`src/design/sae_pkg.sv`:
```
package sae_pkg;

  localparam int VALUE_W  = 32;
  localparam int DEPTH_W  = 9;
  localparam int OP_W     = 3;
  localparam int STATUS_W = 3;

  typedef enum logic [OP_W-1:0] {
    OP_RET  = 3'd0,
    OP_PUSH = 3'd1,
    OP_NEG  = 3'd2,
    OP_ADD  = 3'd3,
    OP_SUB  = 3'd4,
    OP_MUL  = 3'd5,
    OP_DIV  = 3'd6
  } op_t;

  typedef enum logic [STATUS_W-1:0] {
    ST_OK        = 3'd0,
    ST_RETURN    = 3'd1,
    ST_OVERFLOW  = 3'd2,
    ST_UNDERFLOW = 3'd3,
    ST_DIVZERO   = 3'd4
  } status_t;

  typedef enum logic [1:0] {
    S_IDLE,
    S_EXEC,
    S_CALC,
    S_FINISH
  } state_t;

  typedef enum logic [2:0] {
    A_IDLE,
    A_ROUND,
    A_DIV,
    A_SIGN,
    A_SAT
  } alu_state_t;

  typedef enum logic [1:0] {
    ALU_ADD,
    ALU_SUB,
    ALU_MUL,
    ALU_DIV
  } alu_op_t;

  typedef enum logic [1:0] {
    TOP_KEEP,
    TOP_CONST,
    TOP_MEM,
    TOP_ALU
  } top_sel_t;

  typedef struct packed {
    logic in_valid;
    op_t  op;
    logic empty;
    logic single;
    logic full;
    logic divisor_zero;
    logic alu_done;
    logic out_free;
  } ctrl_in_t;

  typedef struct packed {
    logic     in_ready;
    logic     alu_start;
    alu_op_t  alu_op;
    logic     zero_a;
    logic     mem_we;
    top_sel_t top_sel;
    logic     sp_inc;
    logic     sp_dec;
    logic     status_load;
    status_t  status;
    logic     ret_load;
    logic     out_load;
  } ctrl_out_t;

endpackage

```
`src/design/sae_alu.sv`:
```
module sae_alu #(
  parameter int FRACTION_BITS = 16
) (
  input  logic                               clk,
  input  logic                               rst,
  input  logic                               start,
  input  sae_pkg::alu_op_t                   op,
  input  logic signed [sae_pkg::VALUE_W-1:0] a,
  input  logic signed [sae_pkg::VALUE_W-1:0] b,
  output logic                               done,
  output logic signed [sae_pkg::VALUE_W-1:0] result
);

  localparam int VW    = sae_pkg::VALUE_W;
  localparam int ACC_W = 2 * VW;
  localparam int NW    = VW + FRACTION_BITS;
  localparam int CW    = $clog2(NW);
  localparam logic signed [ACC_W-1:0] HALF = (ACC_W'(1) << FRACTION_BITS) >> 1;
  localparam logic signed [ACC_W-1:0] VMAX = $signed({{(ACC_W-VW+1){1'b0}}, {(VW-1){1'b1}}});
  localparam logic signed [ACC_W-1:0] VMIN = $signed({{(ACC_W-VW+1){1'b1}}, {(VW-1){1'b0}}});
  localparam logic [CW-1:0] LAST = CW'(NW - 1);

  sae_pkg::alu_state_t state, state_next;

  logic signed [ACC_W-1:0] acc;
  logic [NW-1:0]           dvd;
  logic [VW-1:0]           rem;
  logic [VW-1:0]           dsr;
  logic                    neg;
  logic [CW-1:0]           cnt;

  logic signed [VW:0]      sum;
  logic signed [ACC_W-1:0] prod;
  logic [VW-1:0]           a_mag;
  logic [VW-1:0]           b_mag;
  logic [VW:0]             trial;
  logic                    ge;
  logic [VW:0]             diff;

  assign sum   = (op == sae_pkg::ALU_SUB) ? ({a[VW-1], a} - {b[VW-1], b})
                                          : ({a[VW-1], a} + {b[VW-1], b});
  assign prod  = a * b;
  assign a_mag = a[VW-1] ? VW'(-a) : VW'(a);
  assign b_mag = b[VW-1] ? VW'(-b) : VW'(b);
  assign trial = {rem, dvd[NW-1]};
  assign ge    = trial >= {1'b0, dsr};
  assign diff  = trial - {1'b0, dsr};

  always_ff @(posedge clk) begin
    if (rst) begin
      state <= sae_pkg::A_IDLE;
    end else begin
      state <= state_next;
    end
  end

  always_comb begin
    state_next = state;
    case (state)
      sae_pkg::A_IDLE: begin
        if (start) begin
          case (op)
            sae_pkg::ALU_MUL: state_next = sae_pkg::A_ROUND;
            sae_pkg::ALU_DIV: state_next = sae_pkg::A_DIV;
            default:          state_next = sae_pkg::A_SAT;
          endcase
        end
      end
      sae_pkg::A_ROUND: state_next = sae_pkg::A_SAT;
      sae_pkg::A_DIV: begin
        if (cnt == LAST) begin
          state_next = sae_pkg::A_SIGN;
        end
      end
      sae_pkg::A_SIGN: state_next = sae_pkg::A_SAT;
      sae_pkg::A_SAT:  state_next = sae_pkg::A_IDLE;
      default:         state_next = sae_pkg::A_IDLE;
    endcase
  end

  always_ff @(posedge clk) begin
    case (state)
      sae_pkg::A_IDLE: begin
        if (start) begin
          case (op)
            sae_pkg::ALU_MUL: acc <= prod;
            sae_pkg::ALU_DIV: begin
              dvd <= NW'(a_mag) << FRACTION_BITS;
              dsr <= b_mag;
              rem <= '0;
              neg <= a[VW-1] ^ b[VW-1];
              cnt <= '0;
            end
            default: acc <= ACC_W'(sum);
          endcase
        end
      end
      sae_pkg::A_ROUND: acc <= (acc + HALF) >>> FRACTION_BITS;
      sae_pkg::A_DIV: begin
        rem <= ge ? diff[VW-1:0] : trial[VW-1:0];
        dvd <= {dvd[NW-2:0], ge};
        cnt <= cnt + CW'(1);
      end
      sae_pkg::A_SIGN: acc <= neg ? -$signed(ACC_W'(dvd)) : $signed(ACC_W'(dvd));
      default: ;
    endcase
  end

  always_comb begin
    done = (state == sae_pkg::A_SAT);
    if (acc > VMAX) begin
      result = VMAX[VW-1:0];
    end else if (acc < VMIN) begin
      result = VMIN[VW-1:0];
    end else begin
      result = acc[VW-1:0];
    end
  end

endmodule

```
`config.mk`:
```
export PLATFORM = sky130hd
export DESIGN_NAME = sae_alu
export DESIGN_NICKNAME = d
export VERILOG_FILES = /design/src/design/sae_pkg.sv /design/src/design/sae_alu.sv
export SDC_FILE = /design/constraint.sdc
export NUM_CORES = 2
export LEC_CHECK = 0
export ABC_AREA = 1
export BUFFER_PORTS_ARGS = -buffer_cell sky130_fd_sc_hd__buf_2
export CAP_MARGIN = 10
export CORE_UTILIZATION = 60
export DETAILED_ROUTE_END_ITERATION = 8
export PLACE_DENSITY = 0.76
export SLEW_MARGIN = 20
export SYNTH_ARGS = -nofsm -noshare
export SYNTH_HDL_FRONTEND = slang
export SYNTH_SLANG_ARGS = --single-unit
```
`constraint.sdc`:
```
create_clock -name clk -period 8.25 [get_ports clk]
set_input_delay 0.4125 -clock clk [delete_from_list [all_inputs] [get_ports clk]]
set_output_delay 0.4125 -clock clk [all_outputs]
set_load 0.01 [all_outputs]
```
==> Yosys cells after proc, flatten, opt, wreduce, memory -nomap -nowiden <==
Index checks and enable logic that the tools add are counted.
{ "classes": {"eq_ne": 12, "multipliers": 1, "div_mod_pow": 0, "shifts": 0, "n_addsub": 8, "n_reduce_logical": 8, "n_bitwise": 1, "magnitude_cmp": 3, "muxes": 23} }
{ "op_table": {"columns": ["operator", "n"], "rows": [
  ["32-bit 2-to-1 mux", 6],
  ["64-bit one-hot mux with 3 select lines", 1],
  ["64-bit 2-to-1 mux", 2],
  ["64-bit one-hot mux with 2 select lines", 1],
  ["48-bit 2-to-1 mux", 2],
  ["48-bit one-hot mux with 2 select lines", 1],
  ["64-bit by 17-bit adder with 64-bit output, second input constant", 1],
  ["64-bit by 32-bit > comparator with 1-bit output, second input constant", 1],
  ["64-bit by 32-bit less-than comparator with 1-bit output, second input constant", 1],
  ["32-bit by 32-bit multiplier with 64-bit output", 1],
  ["32-bit negator", 2],
  ["48-bit negator with 64-bit output", 1],
  ["32-bit one-hot mux with 2 select lines", 1],
  ["32-bit by 32-bit adder with 33-bit output", 1],
  ["33-bit by 32-bit greater-or-equal comparator with 1-bit output", 1],
  ["33-bit 2-to-1 mux", 1],
  ["32-bit by 32-bit subtractor with 33-bit output", 1],
  ["32-bit subtractor", 1],
  ["31-bit 2-to-1 mux", 1],
  ["6-bit 2-to-1 mux", 2],
  ["6-bit one-hot mux with 2 select lines", 1],
  ["3-bit one-hot mux with 3 select lines", 1],
  ["3-bit AND reduction", 3],
  ["2-bit != test, second input constant", 4],
  ["15 further kinds", 18]
]} }
{ "totals": {"ramBits": 0, "mem_bits_ro": 0, "memories": 0, "regBits": 186, "elab_cells": 64, "output_inout_bits": 33, "latchBits": 0} }

==> Depth between registers and ports, before layout <==
{ "depth": {"depth_word": 5, "mapped_depth": 36} }

==> Worst setup path before layout <==
Ideal clock, no wire load.
{ "synth_timing": {"kind": "input port to flip-flop", "startpoint": "input a[31] (netlist name)", "endpoint": "register acc[58] (data pin)", "arrival_ns": 7.578, "setup_slack_ns": 0.418, "n_path_buf": 3, "stages": 33, "path_cell_list": "buf_2 -> clkbuf_1 -> buf_1 -> nand2_1 -> inv_1 -> fa_1 -> inv_1 -> fa_1 -> inv_1 -> fa_1 -> fa_1 -> inv_1 -> fa_1 -> inv_1 -> fa_1 -> inv_1 -> fa_1 -> inv_1 -> fa_1 -> ha_1 -> nand2_1 -> nor2_1 -> inv_1 -> nor3_1 -> nand2_1 -> nor3_1 -> nand2_1 -> nand2_1 -> nand2_1 -> nand3_1 -> nand2_1 -> nand2_1 -> nand2_1"} }
{ "synth_via": {"elab_chain_cells": 5} }
{ "synth_rtl": {"columns": ["element", "line", "text"], "rows": [
  ["start: declaration", "sae_alu.sv:8", "input logic signed [sae_pkg::VALUE_W-1:0] a,"],
  ["parallel branches: the longest is 2 deep, another holds 32-bit by 32-bit multiplier with 64-bit output", null, null],
  ["64-bit one-hot mux with 2 select lines *", "sae_alu.sv:85", "case (op)"],
  ["64-bit 2-to-1 mux *", "sae_alu.sv:84", "if (start) begin"],
  ["64-bit one-hot mux with 3 select lines *", "sae_alu.sv:82", "case (state)"],
  ["end signal: assignment", "sae_alu.sv:86", "sae_pkg::ALU_MUL: acc <= prod;"],
  ["end signal: assignment", "sae_alu.sv:94", "default: acc <= ACC_W'(sum);"],
  ["end signal: assignment", "sae_alu.sv:98", "sae_pkg::A_ROUND: acc <= (acc + HALF) >>> FRACTION_BITS;"],
  ["end: declaration", "sae_alu.sv:25", "logic signed [ACC_W-1:0] acc;"]
]} }
Every way passes the cells marked *. The select of a mux whose other input is x is not followed.
A chain may end at the register's enable or synchronous reset.

==> Worst setup path after layout <==
{ "layout_timing": {"startpoint": "input a[17] (netlist name)", "endpoint": "register acc[38] (data pin)"} }
Same word-level chain as after synthesis.

==> impl_metrics.ini <==
[setup_path]
critPathKind = in -> reg
cp_data_arrival_time_ns = 8.11
required_ns = 8.50
slowest_delay_ns = 0.55
cp_max_fo = 20
crit_path_start_kind = input pin
reg2reg_slack_ns = 4.15
cp_top_family = adder cells
endpoint_kind = flop
cpMaxStageDelayCell = fa_1
cp.buffers_inverters = 7
cpMostUsedCell = nand2_1

[route]
wl_per_cell_um = 21.86
first_iter_violations = 5315
drt_pass1_iterations = 6
antenna_left = 0
vias_per_cell = 5.591
via_count = 51070
wirelength_mm = 199.7
drc = 0

[finish]
instances_no_fill = 9135
layout_common_cells = 2138 x inv_1, 2094 x nand2_1, 1084 x fa_1
final_common_cell = inv_1
fill_cells = 8425
num-nets-final = 9258
drive_gt1_frac = 0.05647
multi_input_area_sq_um = 41900
area.sequential_sq_um = 5555
final_cell_area_sq_um = 60230
synthToLayoutAreaGrowth_pct = 6.017

[synthesis]
synth_cells = 7833
synth_edf_count = 183
synth.avg_cell_area_sq_um = 7.253
ys_ff_latch = 186
yosys.area.top_type = fa_1
ys_types = 61
synthTopCellsByArea = fa_1 38%, inv_1 14%, nand2_1 14%
netlist_area_sq_um = 56810
yosysTopAreaCellShare = 0.3820
synth_ff_type = edfxtp_1
synth_nets = 9241
synth_warnings = 0
seq_area_frac_synth = 0.09779
synthArstFlopShare = 0

[floorplan]
core_sq_um = 93610
rows = 112
die_w_um = 309.7
initial_core_util = 0.6069
ios = 102
die_h_um = 309.7
die_area_sq_um = 95920

[placed_design]
routabilityCongestion = 1.036
portBuffers = 101
post-place-cells = 9085
post_dp_cell_area_sq_um = 59550
dpl.hpwl_mm = 167.6

[sta]
clock_skew_ns = 0.01940
max_freq_mhz = 127.2
worst_slew_pin_slew_ns = 1.225
slew_violations = 0
period_needed_ns = 7.860
hold_viol = 0
max-slew-margin-rel = 0.1832
fin_crit_sh = 0.9527
rsz0062_at_grt = no
setup_viol = 0

[clock_tree]
cts_inserted_buffers = 17
cts-resized-gates = 0
path_clk_slew_ns = 0.09
htree_num_levels = 4
cts_buffer_depth = 2
cts-root-buf = clkbuf_16
clk_latency_ns = 0.50
post_cts_buffers = 0
cts_tree = yes
cts_hold_buf = 0
clock-sinks = 186

[grt]
grt_pass1_vias = 52570
grt.overflow.total = 0
grt_antenna_before_repair = 20
grt_max_degree = 82
grt_pass1_wl_mm = 306.9
grtUsageTotal = 0.4327

[outcome]
status = finished, final reports clean

[min_path]
hold_class = in -> reg

[job]
cap_viol_max_count = 0
==> area by class of cell <==
| class | instances | area share |
|---|---|---|
| multi-input combinational | 5155 | 0.6956 |
| inverter | 2163 | 0.1348 |
| sequential | 186 | 0.09224 |
| timing repair buffer | 327 | 0.04009 |
| tap | 1254 | 0.02605 |
| clock buffer | 17 | 0.007063 |
| clock inverter | 15 | 0.003365 |
| antenna | 18 | 0.0007479 |
==> worst register-to-register path, cell delays in order, from the launching register on <==
cell      delay [ns]
dfxtp_1         0.44
inv_2           0.04
nor2_1          0.30
inv_2           0.08
nor2_2          0.09
buf_4           0.43
clkinv_1        0.67
a311oi_4        0.84
buf_4           0.74
==> metrics by stage <==
step	hold slack (ns)	setup TNS, ns	utilization	setup slack, ns
6_report	0.1173	0	0.6434	0.3904
5_1_grt	0.1160	0	0.6431	0.1925
4_1_cts	0.07780	0	0.6429	0.5438
3_5_place_dp	0.5729	0	0.6362	0.007331
3_3_place_gp	0.5765	-0.01335	0.6362	-0.01335
2_1_floorplan	0.4910	0	-	0.4179
==> cell usage after synthesis (all sizes together) (74+ instances only) <==
cell,instances
inv,2159
ha,255
nor2,446
edfxtp,183
a21oi,257
o21ai,309
nand3,292
fa,1084
clkbuf,236
buf,93
nor3,74
nand2,2100
==> per-layer routing <==
| metal | track usage | routed length, um | vias up |
|---|---|---|---|
| met4 | 0.2430 | 12850 | 12 |
| li1 | - | - | 22980 |
| met5 | 0 | 80 | - |
| met2 | 0.6830 | 89860 | 2736 |
| met3 | 0.09584 | 20810 | 629 |
| met1 | 0.5526 | 76130 | 24710 |
==> worst paths after layout <==
check / from / endpoint / depth (start not counted)
max: a[17] / acc[38]$_DFFE_PP_ / 30
min: rst / state[2]$_SDFFE_PP0P_ / 2
max reg2reg: state[0]$_SDFFE_PP0P_ / acc[55]$_DFFE_PP_ / 8
min reg2reg: dvd[0]$_SDFFCE_PN0P_ / acc[0]$_DFFE_PP_ / 2
==> sequential cells by signal, indices dropped and copies added, names as in the netlist <==
signal,flops
dsr,32
neg,1
cnt,6
state,3
acc,64
rem,32
dvd,48
==> logic make-up after synthesis <==
logic type                 share of synthesized area
and+or+nand+nor                               0.2202
buffers and inverters                         0.1659
AOI/OAI and AO/OA                            0.06425
xor gates and xnor gates                     0.01372
adders and majority gates                     0.4382
DFF                                          0.09779
Power is left out: the tool's default activity adds up to more than one toggle a clock period on the data nets, which glitch-free logic cannot reach.
