File: src/design/sae_pkg.sv
package sae_pkg;

  localparam int VALUE_W  = 32;
  localparam int DEPTH_W  = 9;
  localparam int OP_W     = 3;
  localparam int STATUS_W = 3;

  typedef enum logic [OP_W-1:0] {
    OP_RET  = 3'd0,
    OP_PUSH = 3'd1,
    OP_NEG  = 3'd2,
    OP_ADD  = 3'd3,
    OP_SUB  = 3'd4,
    OP_MUL  = 3'd5,
    OP_DIV  = 3'd6
  } op_t;

  typedef enum logic [STATUS_W-1:0] {
    ST_OK        = 3'd0,
    ST_RETURN    = 3'd1,
    ST_OVERFLOW  = 3'd2,
    ST_UNDERFLOW = 3'd3,
    ST_DIVZERO   = 3'd4
  } status_t;

  typedef enum logic [1:0] {
    S_IDLE,
    S_EXEC,
    S_CALC,
    S_FINISH
  } state_t;

  typedef enum logic [2:0] {
    A_IDLE,
    A_ROUND,
    A_DIV,
    A_SIGN,
    A_SAT
  } alu_state_t;

  typedef enum logic [1:0] {
    ALU_ADD,
    ALU_SUB,
    ALU_MUL,
    ALU_DIV
  } alu_op_t;

  typedef enum logic [1:0] {
    TOP_KEEP,
    TOP_CONST,
    TOP_MEM,
    TOP_ALU
  } top_sel_t;

  typedef struct packed {
    logic in_valid;
    op_t  op;
    logic empty;
    logic single;
    logic full;
    logic divisor_zero;
    logic alu_done;
    logic out_free;
  } ctrl_in_t;

  typedef struct packed {
    logic     in_ready;
    logic     alu_start;
    alu_op_t  alu_op;
    logic     zero_a;
    logic     mem_we;
    top_sel_t top_sel;
    logic     sp_inc;
    logic     sp_dec;
    logic     status_load;
    status_t  status;
    logic     ret_load;
    logic     out_load;
  } ctrl_out_t;

endpackage

File: src/design/sae_ctrl.sv
module sae_ctrl (
  input  logic               clk,
  input  logic               rst,
  input  sae_pkg::ctrl_in_t  stat,
  output sae_pkg::ctrl_out_t ctl
);

  sae_pkg::state_t  state, state_next;
  sae_pkg::status_t dec_status;
  sae_pkg::alu_op_t dec_alu_op;
  logic             dec_go_alu;
  logic             dec_zero_a;

  always_ff @(posedge clk) begin
    if (rst) begin
      state <= sae_pkg::S_IDLE;
    end else begin
      state <= state_next;
    end
  end

  // instruction decode and fault checks
  always_comb begin
    dec_status = sae_pkg::ST_OK;
    dec_alu_op = sae_pkg::ALU_ADD;
    dec_go_alu = 1'b0;
    dec_zero_a = 1'b0;
    case (stat.op)
      sae_pkg::OP_RET: begin
        dec_status = stat.empty ? sae_pkg::ST_UNDERFLOW : sae_pkg::ST_RETURN;
      end
      sae_pkg::OP_PUSH: begin
        dec_status = stat.full ? sae_pkg::ST_OVERFLOW : sae_pkg::ST_OK;
      end
      sae_pkg::OP_NEG: begin
        dec_status = stat.empty ? sae_pkg::ST_UNDERFLOW : sae_pkg::ST_OK;
        dec_go_alu = !stat.empty;
        dec_alu_op = sae_pkg::ALU_SUB;
        dec_zero_a = 1'b1;
      end
      sae_pkg::OP_ADD, sae_pkg::OP_SUB, sae_pkg::OP_MUL: begin
        dec_status = stat.single ? sae_pkg::ST_UNDERFLOW : sae_pkg::ST_OK;
        dec_go_alu = !stat.single;
        case (stat.op)
          sae_pkg::OP_SUB: dec_alu_op = sae_pkg::ALU_SUB;
          sae_pkg::OP_MUL: dec_alu_op = sae_pkg::ALU_MUL;
          default:         dec_alu_op = sae_pkg::ALU_ADD;
        endcase
      end
      sae_pkg::OP_DIV: begin
        if (stat.single) begin
          dec_status = sae_pkg::ST_UNDERFLOW;
        end else if (stat.divisor_zero) begin
          dec_status = sae_pkg::ST_DIVZERO;
        end else begin
          dec_go_alu = 1'b1;
        end
        dec_alu_op = sae_pkg::ALU_DIV;
      end
      default: ;
    endcase
  end

  always_comb begin
    state_next = state;
    case (state)
      sae_pkg::S_IDLE: begin
        if (stat.in_valid) begin
          state_next = sae_pkg::S_EXEC;
        end
      end
      sae_pkg::S_EXEC: state_next = dec_go_alu ? sae_pkg::S_CALC : sae_pkg::S_FINISH;
      sae_pkg::S_CALC: begin
        if (stat.alu_done) begin
          state_next = sae_pkg::S_FINISH;
        end
      end
      sae_pkg::S_FINISH: begin
        if (stat.out_free) begin
          state_next = sae_pkg::S_IDLE;
        end
      end
      default: state_next = sae_pkg::S_IDLE;
    endcase
  end

  always_comb begin
    ctl             = '0;
    ctl.alu_op      = dec_alu_op;
    ctl.zero_a      = dec_zero_a;
    ctl.top_sel     = sae_pkg::TOP_KEEP;
    ctl.status      = dec_status;
    case (state)
      sae_pkg::S_IDLE: ctl.in_ready = 1'b1;
      sae_pkg::S_EXEC: begin
        ctl.status_load = 1'b1;
        ctl.alu_start   = dec_go_alu;
        if (dec_status == sae_pkg::ST_RETURN) begin
          ctl.ret_load = 1'b1;
          ctl.top_sel  = sae_pkg::TOP_MEM;
          ctl.sp_dec   = 1'b1;
        end else if (stat.op == sae_pkg::OP_PUSH && dec_status == sae_pkg::ST_OK) begin
          ctl.top_sel = sae_pkg::TOP_CONST;
          ctl.sp_inc  = 1'b1;
          ctl.mem_we  = !stat.empty;
        end
      end
      sae_pkg::S_CALC: begin
        if (stat.alu_done) begin
          ctl.top_sel = sae_pkg::TOP_ALU;
          ctl.sp_dec  = (stat.op != sae_pkg::OP_NEG);
        end
      end
      sae_pkg::S_FINISH: ctl.out_load = stat.out_free;
      default: ;
    endcase
  end

endmodule

File: config.mk
export PLATFORM = sky130hd
export DESIGN_NAME = sae_ctrl
export DESIGN_NICKNAME = d
export VERILOG_FILES = /design/src/design/sae_pkg.sv /design/src/design/sae_ctrl.sv
export SDC_FILE = /design/constraint.sdc
export NUM_CORES = 1
export LEC_CHECK = 0
export BUFFER_PORTS_ARGS = -buffer_cell sky130_fd_sc_hd__buf_2
export CORE_AREA = 2 2 39 41
export DETAILED_ROUTE_END_ITERATION = 6
export DIE_AREA = 0 0 41 43
export GPL_TIMING_DRIVEN = 1
export PLACE_DENSITY_LB_ADDON = 0.12
export SLEW_MARGIN = 25
export SYNTH_ARGS = -nofsm -noshare
export SYNTH_HDL_FRONTEND = slang
export SYNTH_SLANG_ARGS = --single-unit
File: constraint.sdc
create_clock -name clk -period 1.8 [get_ports clk]
set_input_delay 0.18 -clock clk [delete_from_list [all_inputs] [get_ports clk]]
set_output_delay 0.18 -clock clk [all_outputs]
set_load 0.05 [all_outputs]
# After elaboration in Yosys (flattened, before gate mapping)
# Cells that the tools add are included.
# W data, S select, Z words.
[classes] add_sub_neg=0 n_mul=0 div_mod_pow=0 n_lt_le_gt_ge=0 eq_ne=14 n_shift=0 mux=34 bitwise_logic=0 n_reduce_logical=8
[ops] cell="$mux W2" n=9
[ops] cell="$mux W1" n=15
[ops] cell="$pmux W3 S5" n=1
[ops] cell="$eq A3 B3 Y1 const B" n=3
[ops] cell="$pmux W2 S2" n=2
[ops] cell="$pmux W2 S4" n=1
[ops] cell="$eq A3 B1 Y1 const B" n=2
[ops] cell="$eq A3 B2 Y1 const B" n=2
[ops] cell="$logic_not A3 Y1" n=2
[ops] cell="$mux W3" n=2
[ops] cell="$ne A2 B2 Y1 const B" n=3
[ops] cell="$pmux W2 S3" n=1
[ops] cell="$eq A2 B2 Y1 const B" n=2
[ops] cell="$mux W4" n=1
[ops] cell="$ne A3 B2 Y1 const B" n=1
[ops] cell="$pmux W1 S3" n=1
[ops] cell="$reduce_and A3 Y1" n=1
[ops] cell="$reduce_or A3 Y1" n=1
[ops] cell="$eq A2 B1 Y1 const B" n=1
[ops] cell="$logic_not A1 Y1" n=2
[ops] cell="$logic_not A2 Y1" n=1
[ops] cell="$pmux W1 S2" n=1
[ops] cell="$logic_and A1 B1 Y1" n=1
[word_totals] ff_bits=2 latchBits=0 ramBits=0 rom_bits=0 in_bits=12 out_inout_bits=16 word_cells=57 mem_count=0

# Logic depth before layout (Yosys ltp)
# Gate-level depths: netlist (run 1).
[logic_depth] depth_word=8 mapped_depth=5 ltp_nobuf=5

# Least setup slack after synthesis (run 1)
# No wires, ideal clock.
[synth_path] kind="flip-flop to output port" startpoint="reg state[1]" endpoint="out ctl[6] (netlist bit)" arrival_time_ps=2856 required_ps=1620 path_slack_ps=-1236 path_stages_with_launch=6 n_path_buf=0 path_cell_list="dfxtp_1 -> inv_1 -> ha_1 -> nand2_1 -> o41ai_2 -> nor2b_1"
[synth_lines] element="start: declaration" line_no="sae_ctrl.sv:8" source="sae_pkg::state_t state, state_next;"
[synth_lines] element="start signal: assignment" line_no="sae_ctrl.sv:16" source="state <= sae_pkg::S_IDLE;"
[synth_lines] element="start signal: assignment" line_no="sae_ctrl.sv:18" source="state <= state_next;"
[synth_lines] element="end: declaration" line_no="sae_ctrl.sv:5" source="output sae_pkg::ctrl_out_t ctl"

==> run summary, run 1 <==
number of global-route vias before repair: 505
Reg clk slew, reported paths: 0.03 ns
Crit Path Category: reg2out
Die W: 41 um
Cell Rows: 14
Yosys top cell by area: ha_1
Max VDD drop: 1.00 mV
first-pass GRT wire length: 1960 um
post-synth cell types: 35
Worst EP required: 1.62 ns
All-Layer GR Usage: 15.8%
Synth warnings: 0
Setup violations, final: 0
fin crit share: 95.6%
ys async rst share: 0%
drc violations: 0
Ports: 28
Core ar.: 0.00138 mm2
layout net count: 109
setup_tns: 0 ns
Max Buffers Root-to-Sink: 2
Hold Path Class: in2reg
most flop-heavy register: state
TritonCTS clock tree: done
Largest register FFs: 2
sequential element share of the synthesized area: 8.47%
Slew HR: 76.0%
Multi-input gate area: 429 um2
Die Y: 43 um
drt first pass iters: 4
RSZ-0062 raised after global routing: yes
Post-Synthesis Net Count: 78
H-Tree Level Count: 1
Worst-Skew Late Latency: 0.22 ns
DR WL met3: 48 um
Routed Wire Length: 1190 um
WL met1: 516 um
WP data arrival: 1.54 ns
Setup crit end kind: output pin
Final Hold Vio Count: 0
Critical Path Start Type: register
dpl cell area: 667 um2
worst slew pin tran: 0.361 ns
ANT cells: 0
Yosys top cell area share: 10.6%
Syn Std Cell Area: 473 um2
Synth area leaders: ha_1 11%, dfxtp_1 8.5%, inv_1 5.6%
Remaining Overflow, GRT: 0
dpl cells: 103
vias: 536
initial antenna violation count: 0
outcome: completed
Synth Instances: 62
Static Leak: 0.384 nW
DP Wirelength: 985 um
Synth top cells by count: 7 x inv_1, 7 x nor2_1, 4 x ha_1
mean post-synth cell area: 7.63 um2
Post-synth EDFFs: 0
non-filler cells, final: 107
share of layout cells above drive strength 1: 57.1%
cell area after layout: 717 um2
CTS buffer count: 3
top sig layer: met3
Worst Skew: 0.000917 ns
Area Growth Syn to Fin: 51.6%
clock sink count: 2
register area: 45.0 um2
RePlAce Congestion: 0.710
Final min period: 1.72 ns
Power Dens Cells: 1260 mW/mm2
peak fanout along the critical path: 4
initial core utilization: 34.2%
Die ar.: 0.00176 mm2
post-layout util: 51.8%
met2 routed WL: 622 um
Slew Viols, Final: 0
Max Freq: 581 MHz
Yosys reg bits: 2
fillers: 148
routed vias/inst: 5.01
routed wire length per instance: 11.1 um
pin count of the biggest net entering global routing: 12
biggest regs: state (2)
Power, Total: 0.901 mW
1st-iter DRT viols: 3
post-route ant nets: 0
Max Cap Viol: 0
ys flop type: dfxtp_1
Port-buffer cells: 27
root buffer cell: clkbuf_4
cell usage in the layout (no fill, tap or decap), drive strengths merged, types with 3 or more instances in the layout:
cell    instances
nand2           3
clkbuf          3
inv             7
and2            3
nor2            7
ha              4
buf            31
power by group:
| group | leakage, nW | switching, mW | internal, mW | total [mW] |
|---|---|---|---|---|
| sequential | 0.0175 | 0.0266 | 0.0750 | 0.102 |
| clock | 0.0138 | 0.0226 | 0.0732 | 0.0958 |
| combinational | 0.353 | 0.426 | 0.278 | 0.704 |
metal layers:
metal  global-route usage, %  vias to the layer above
met5                       0                        -
met4                    8.00                        0
met3                    3.14                        0
met2                    25.0                       13
met1                    19.1                      245
li1                        -                      278
metrics by stage:
| stage | worst slack (ns) | hold slack [ns] |
|---|---|---|
| after floorplan | -0.356 | 0.242 |
| after global placement | 0.0937 | 0.350 |
| after detailed placement | 0.0714 | 0.353 |
| after CTS | 0.0488 | 0.115 |
| after global routing | -0.000942 | 0.131 |
| final | 0.0795 | 0.127 |
critical path: stages, from the launching register on:
cell and delay [ns]:
dfxtp_4 0.37, inv_4 0.05, ha_4 0.28, nand2_4 0.05, o41ai_4 0.21, nor2b_4 0.19, buf_6 0.16
final cells by class:
| class | count | share of cell area (%) |
|---|---|---|
| clock buffer | 3 | 3.14 |
| inverter | 7 | 4.01 |
| multi-input combinational | 48 | 59.9 |
| sequential | 2 | 6.28 |
| tap | 16 | 2.79 |
| timing repair buffer | 31 | 23.9 |
logic make-up (layout without fill, tap and decap cells):
logic type               count (synthesis)  count (layout)  synth area share [%]
AO/OA/AOI/OAI                           14              14                  25.9
buffers and inverters                   12              41                  14.5
XOR/XNOR                                 1               1                  1.85
AND/OR/NAND/NOR                         27              27                  34.1
multiplexers                             2               2                  4.50
adder cells (fa/ha/maj)                  4               4                  10.6
flip-flops                               2               2                  8.47
final timing paths:
kind | from | end | slack (ns) | cells after the start
worst max register to register | state[1]$_SDFFE_PP0P_ | state[0]$_SDFFE_PP0P_ | 0.13 | 5
worst max-delay path | state[0]$_SDFFE_PP0P_ | ctl[6] | 0.08 | 6
worst min-delay path | rst | state[0]$_SDFFE_PP0P_ | 0.13 | 2
worst min register to register | state[0]$_SDFFE_PP0P_ | state[0]$_SDFFE_PP0P_ | 0.54 | 2
what timing repair did:
action / CTS / global route
pin swaps: 1 / 1
resized for setup: 3 / 3
setup buffers: 1 / 0
endpoints found under the hold margin: 0 / 0
hold buffers: 0 / 0
endpoints found under the setup margin: 2 / 2
No activity file was read; power rests on OpenSTA's default activity.
==> run 2: changes to the inputs <==
CTS_BUF_LIST = sky130_fd_sc_hd__clkbuf_16   (was default)
==> run 2 against run 1 <==
  * Clock-buffer cell count is the same
  * Clock power rose to 3.4 times the previous value
  * Non-clock buffer count is 1 lower
  * First-iteration DRC count is 67% lower
  * Maximum frequency barely moved
  * Flip-flop and latch count did not move
  * Final cell count fell by 0.93%
  * Worst setup slack hardly changed
  * Utilization up 3.4 points
  * Combinational power down 5.5%
  * Sequential power grew 16%
  * Critical endpoint unchanged
  * Largest cell class unchanged
  * Largest power group unchanged
==> run summary, run 2 (same netlist as run 1, synthesis figures left out) <==
most frequent cells in the layout: 26 x buf_2, 7 x nor2_1, 5 x inv_1
TritonCTS clock tree: done
Static Leak: 0.393 nW (+2.3%)
Reg2Reg Depth: 5 (unchanged)
biggest regs: state (2)
Routed Wire Length: 1190 um (+0.25%)
hold endpoint: state[0]$_SDFFE_PP0P_
RSZ-0062 raised after global routing: no
setup_tns: 0 ns (unchanged)
Max Cap Viol: 0 (unchanged)
Post-Place Setup Slack: 0.0714 ns (unchanged)
Hold Slack: 0.130 ns (+0.00243 ns)
Area Growth Syn to Fin: 61.6%
Hold Path Class: in2reg
ANT cells: 0 (unchanged)
cells along the critical path: inv_4 -> ha_4 -> nand2_2 -> o41ai_4 -> nor2b_4 -> buf_6
dpl cells: 103 (unchanged)
peak fanout along the critical path: 4 (unchanged)
layout net count: 108 (-0.92%)
outcome: completed
Final Hold Vio Count: 0 (unchanged)
H-Tree Level Count: 1 (unchanged)
Power, Total: 1.11 mW (+23%)
Critical-path top delay cell: dfxtp_4
setup repair bufs after CTS: 0 (-1)
routed wire length per instance: 11.2 um (+1.2%)
R2R setup slack: 0.16 ns (+0.03 ns)
Critical Path Start Type: register
post-layout util: 55.2% (+3.4 points)
post-route ant nets: 0 (unchanged)
All-Layer GR Usage: 16.3% (+0.48 points)
dpl cell area: 667 um2 (unchanged)
hold_buf cts: 0 (unchanged)
fin crit share: 95.6% (about the same)
RR Startpoint: state[0]$_SDFFE_PP0P_
GR Util met2: 24.7% (-0.31 points)
Power Dens Cells: 1450 mW/mm2 (+16%)
Final min period: 1.72 ns (+0.000434 ns)
Largest register FFs: 2 (unchanged)
Reg clk slew, reported paths: 0.03 ns (about the same)
CTS buffer count: 3 (unchanged)
met3 usage: 4.71% (+1.6 points)
commonest non-fill, non-tap cell in the layout: buf_2
Ports: 28 (unchanged)
pin count of the biggest net entering global routing: 12 (unchanged)
Worst-Skew Late Latency: 0.22 ns (about the same)
most used routing layer: met2
Port-buffer cells: 27 (unchanged)
worst slew pin tran: 0.406 ns (+0.0458 ns)
Cell Rows: 14 (unchanged)
Setup crit end kind: output pin
Die ar.: 0.00176 mm2 (unchanged)
Max Buffers Root-to-Sink: 2 (unchanged)
drc violations: 0 (unchanged)
Die Y: 43 um (unchanged)
Worst Skew: 0.000338 ns (-0.000578 ns)
Core ar.: 0.00138 mm2 (unchanged)
drt first pass iters: 4 (unchanged)
clock sink count: 2 (unchanged)
WP data arrival: 1.54 ns (about the same)
Die W: 41 um (unchanged)
cell area after layout: 764 um2 (+6.6%)
fillers: 142 (-4.1%)
initial core utilization: 34.2% (unchanged)
initial antenna violation count: 0 (unchanged)
1st-iter DRT viols: 1 (-2)
RePlAce Congestion: 0.710 (unchanged)
Crit Path Category: reg2out
Worst EP required: 1.62 ns (about the same)
final worst setup slack: 0.0790 ns (-0.000433 ns)
root buffer cell: clkbuf_16
HP Start: rst
non-filler cells, final: 106 (-0.93%)
DP Wirelength: 985 um (unchanged)
share of layout cells above drive strength 1: 57.8% (+0.63 points)
Critical R2R Capture: state[0]$_SDFFE_PP0P_
Max VDD drop: 1.12 mV (+12%)
vias: 529 (-1.3%)
Slew Viols, Final: 0 (unchanged)
Setup violations, final: 0 (unchanged)
number of global-route vias before repair: 499 (-1.2%)
routed vias/inst: 4.99 (-0.37%)
worst hold path depth: 2 (unchanged)
Max Freq: 581 MHz (about the same)
most flop-heavy register: state
critical path's largest stage delay: 0.37 ns (about the same)
GR Util met1: 20.0% (+0.89 points)
Slew HR: 72.9% (-3.1 points)
first-pass GRT wire length: 1990 um (+1.4%)
Remaining Overflow, GRT: 0 (unchanged)
-- run 2: cell types whose count changed in the layout (fill, tap and decap cells not counted) --
cell       before  now
inv_4           1    2
dfxtp_2         1    0
clkbuf_4        3    0
nand2_4         1    0
dfxtp_4         1    2
buf_4           4    3
clkbuf_16       0    3
nand2_2         0    1
ha_2            0    1
ha_1            2    1
inv_2           1    0
-- run 2: area by class of cell --
type                            instances  area [um2]  area share, %
Timing Repair Buffer                   30         164           21.4
Sequential cell                         2        47.5           6.22
Clock buffer                            3        75.1           9.82
Inverter                                7        31.3           4.09
Multi-Input combinational cell         48         427           55.8
Tap cell                               16        20.0           2.62
-- run 2: how the worst max path moves through the flow --
stage / endpoint / depth (start not counted) / slack [ns] / from
2_1_floorplan: ctl[6] / 5 / -0.36 / state[1]$_SDFFE_PP0P_
3_3_place_gp: ctl[6] / 6 / 0.09 / state[0]$_SDFFE_PP0P_
3_5_place_dp: ctl[6] / 6 / 0.07 / state[0]$_SDFFE_PP0P_
4_1_cts: ctl[6] / 6 / 0.06 / state[0]$_SDFFE_PP0P_
5_1_grt: ctl[6] / 6 / 0.007 / state[0]$_SDFFE_PP0P_
6_report: ctl[6] / 6 / 0.08 / state[0]$_SDFFE_PP0P_
-- run 2: metal layers --
layer / part of all wire [%] / vias up
li1: - / 277
met1: 46 / 239
met2: 50 / 13
met3: 3.8 / 0
met4: 0 / 0
met5: 0 / -
-- run 2: worst max-delay path: cells and delay by family (launching register included) --
family / cells / cell delay (ns)
buffers and inverters: 2 / 0.21
adders and majority gates: 1 / 0.27
AOI/OAI and AO/OA: 1 / 0.22
DFF: 1 / 0.37
and+or+nand+nor: 2 / 0.25
-- run 2: timing repair --
| action | CTS | global route |
|---|---|---|
| gates resized for setup | 4 | 4 |
| hold endpoints to repair | 0 | 0 |
| pin swaps | 1 | 1 |
| endpoints found under the setup margin | 2 | 2 |
-- run 2: report_power, final --
group	total [mW]	switching [mW]	internal, mW
sequential	0.118	0.0377	0.0799
clock	0.329	0.0472	0.282
combinational	0.665	0.405	0.260
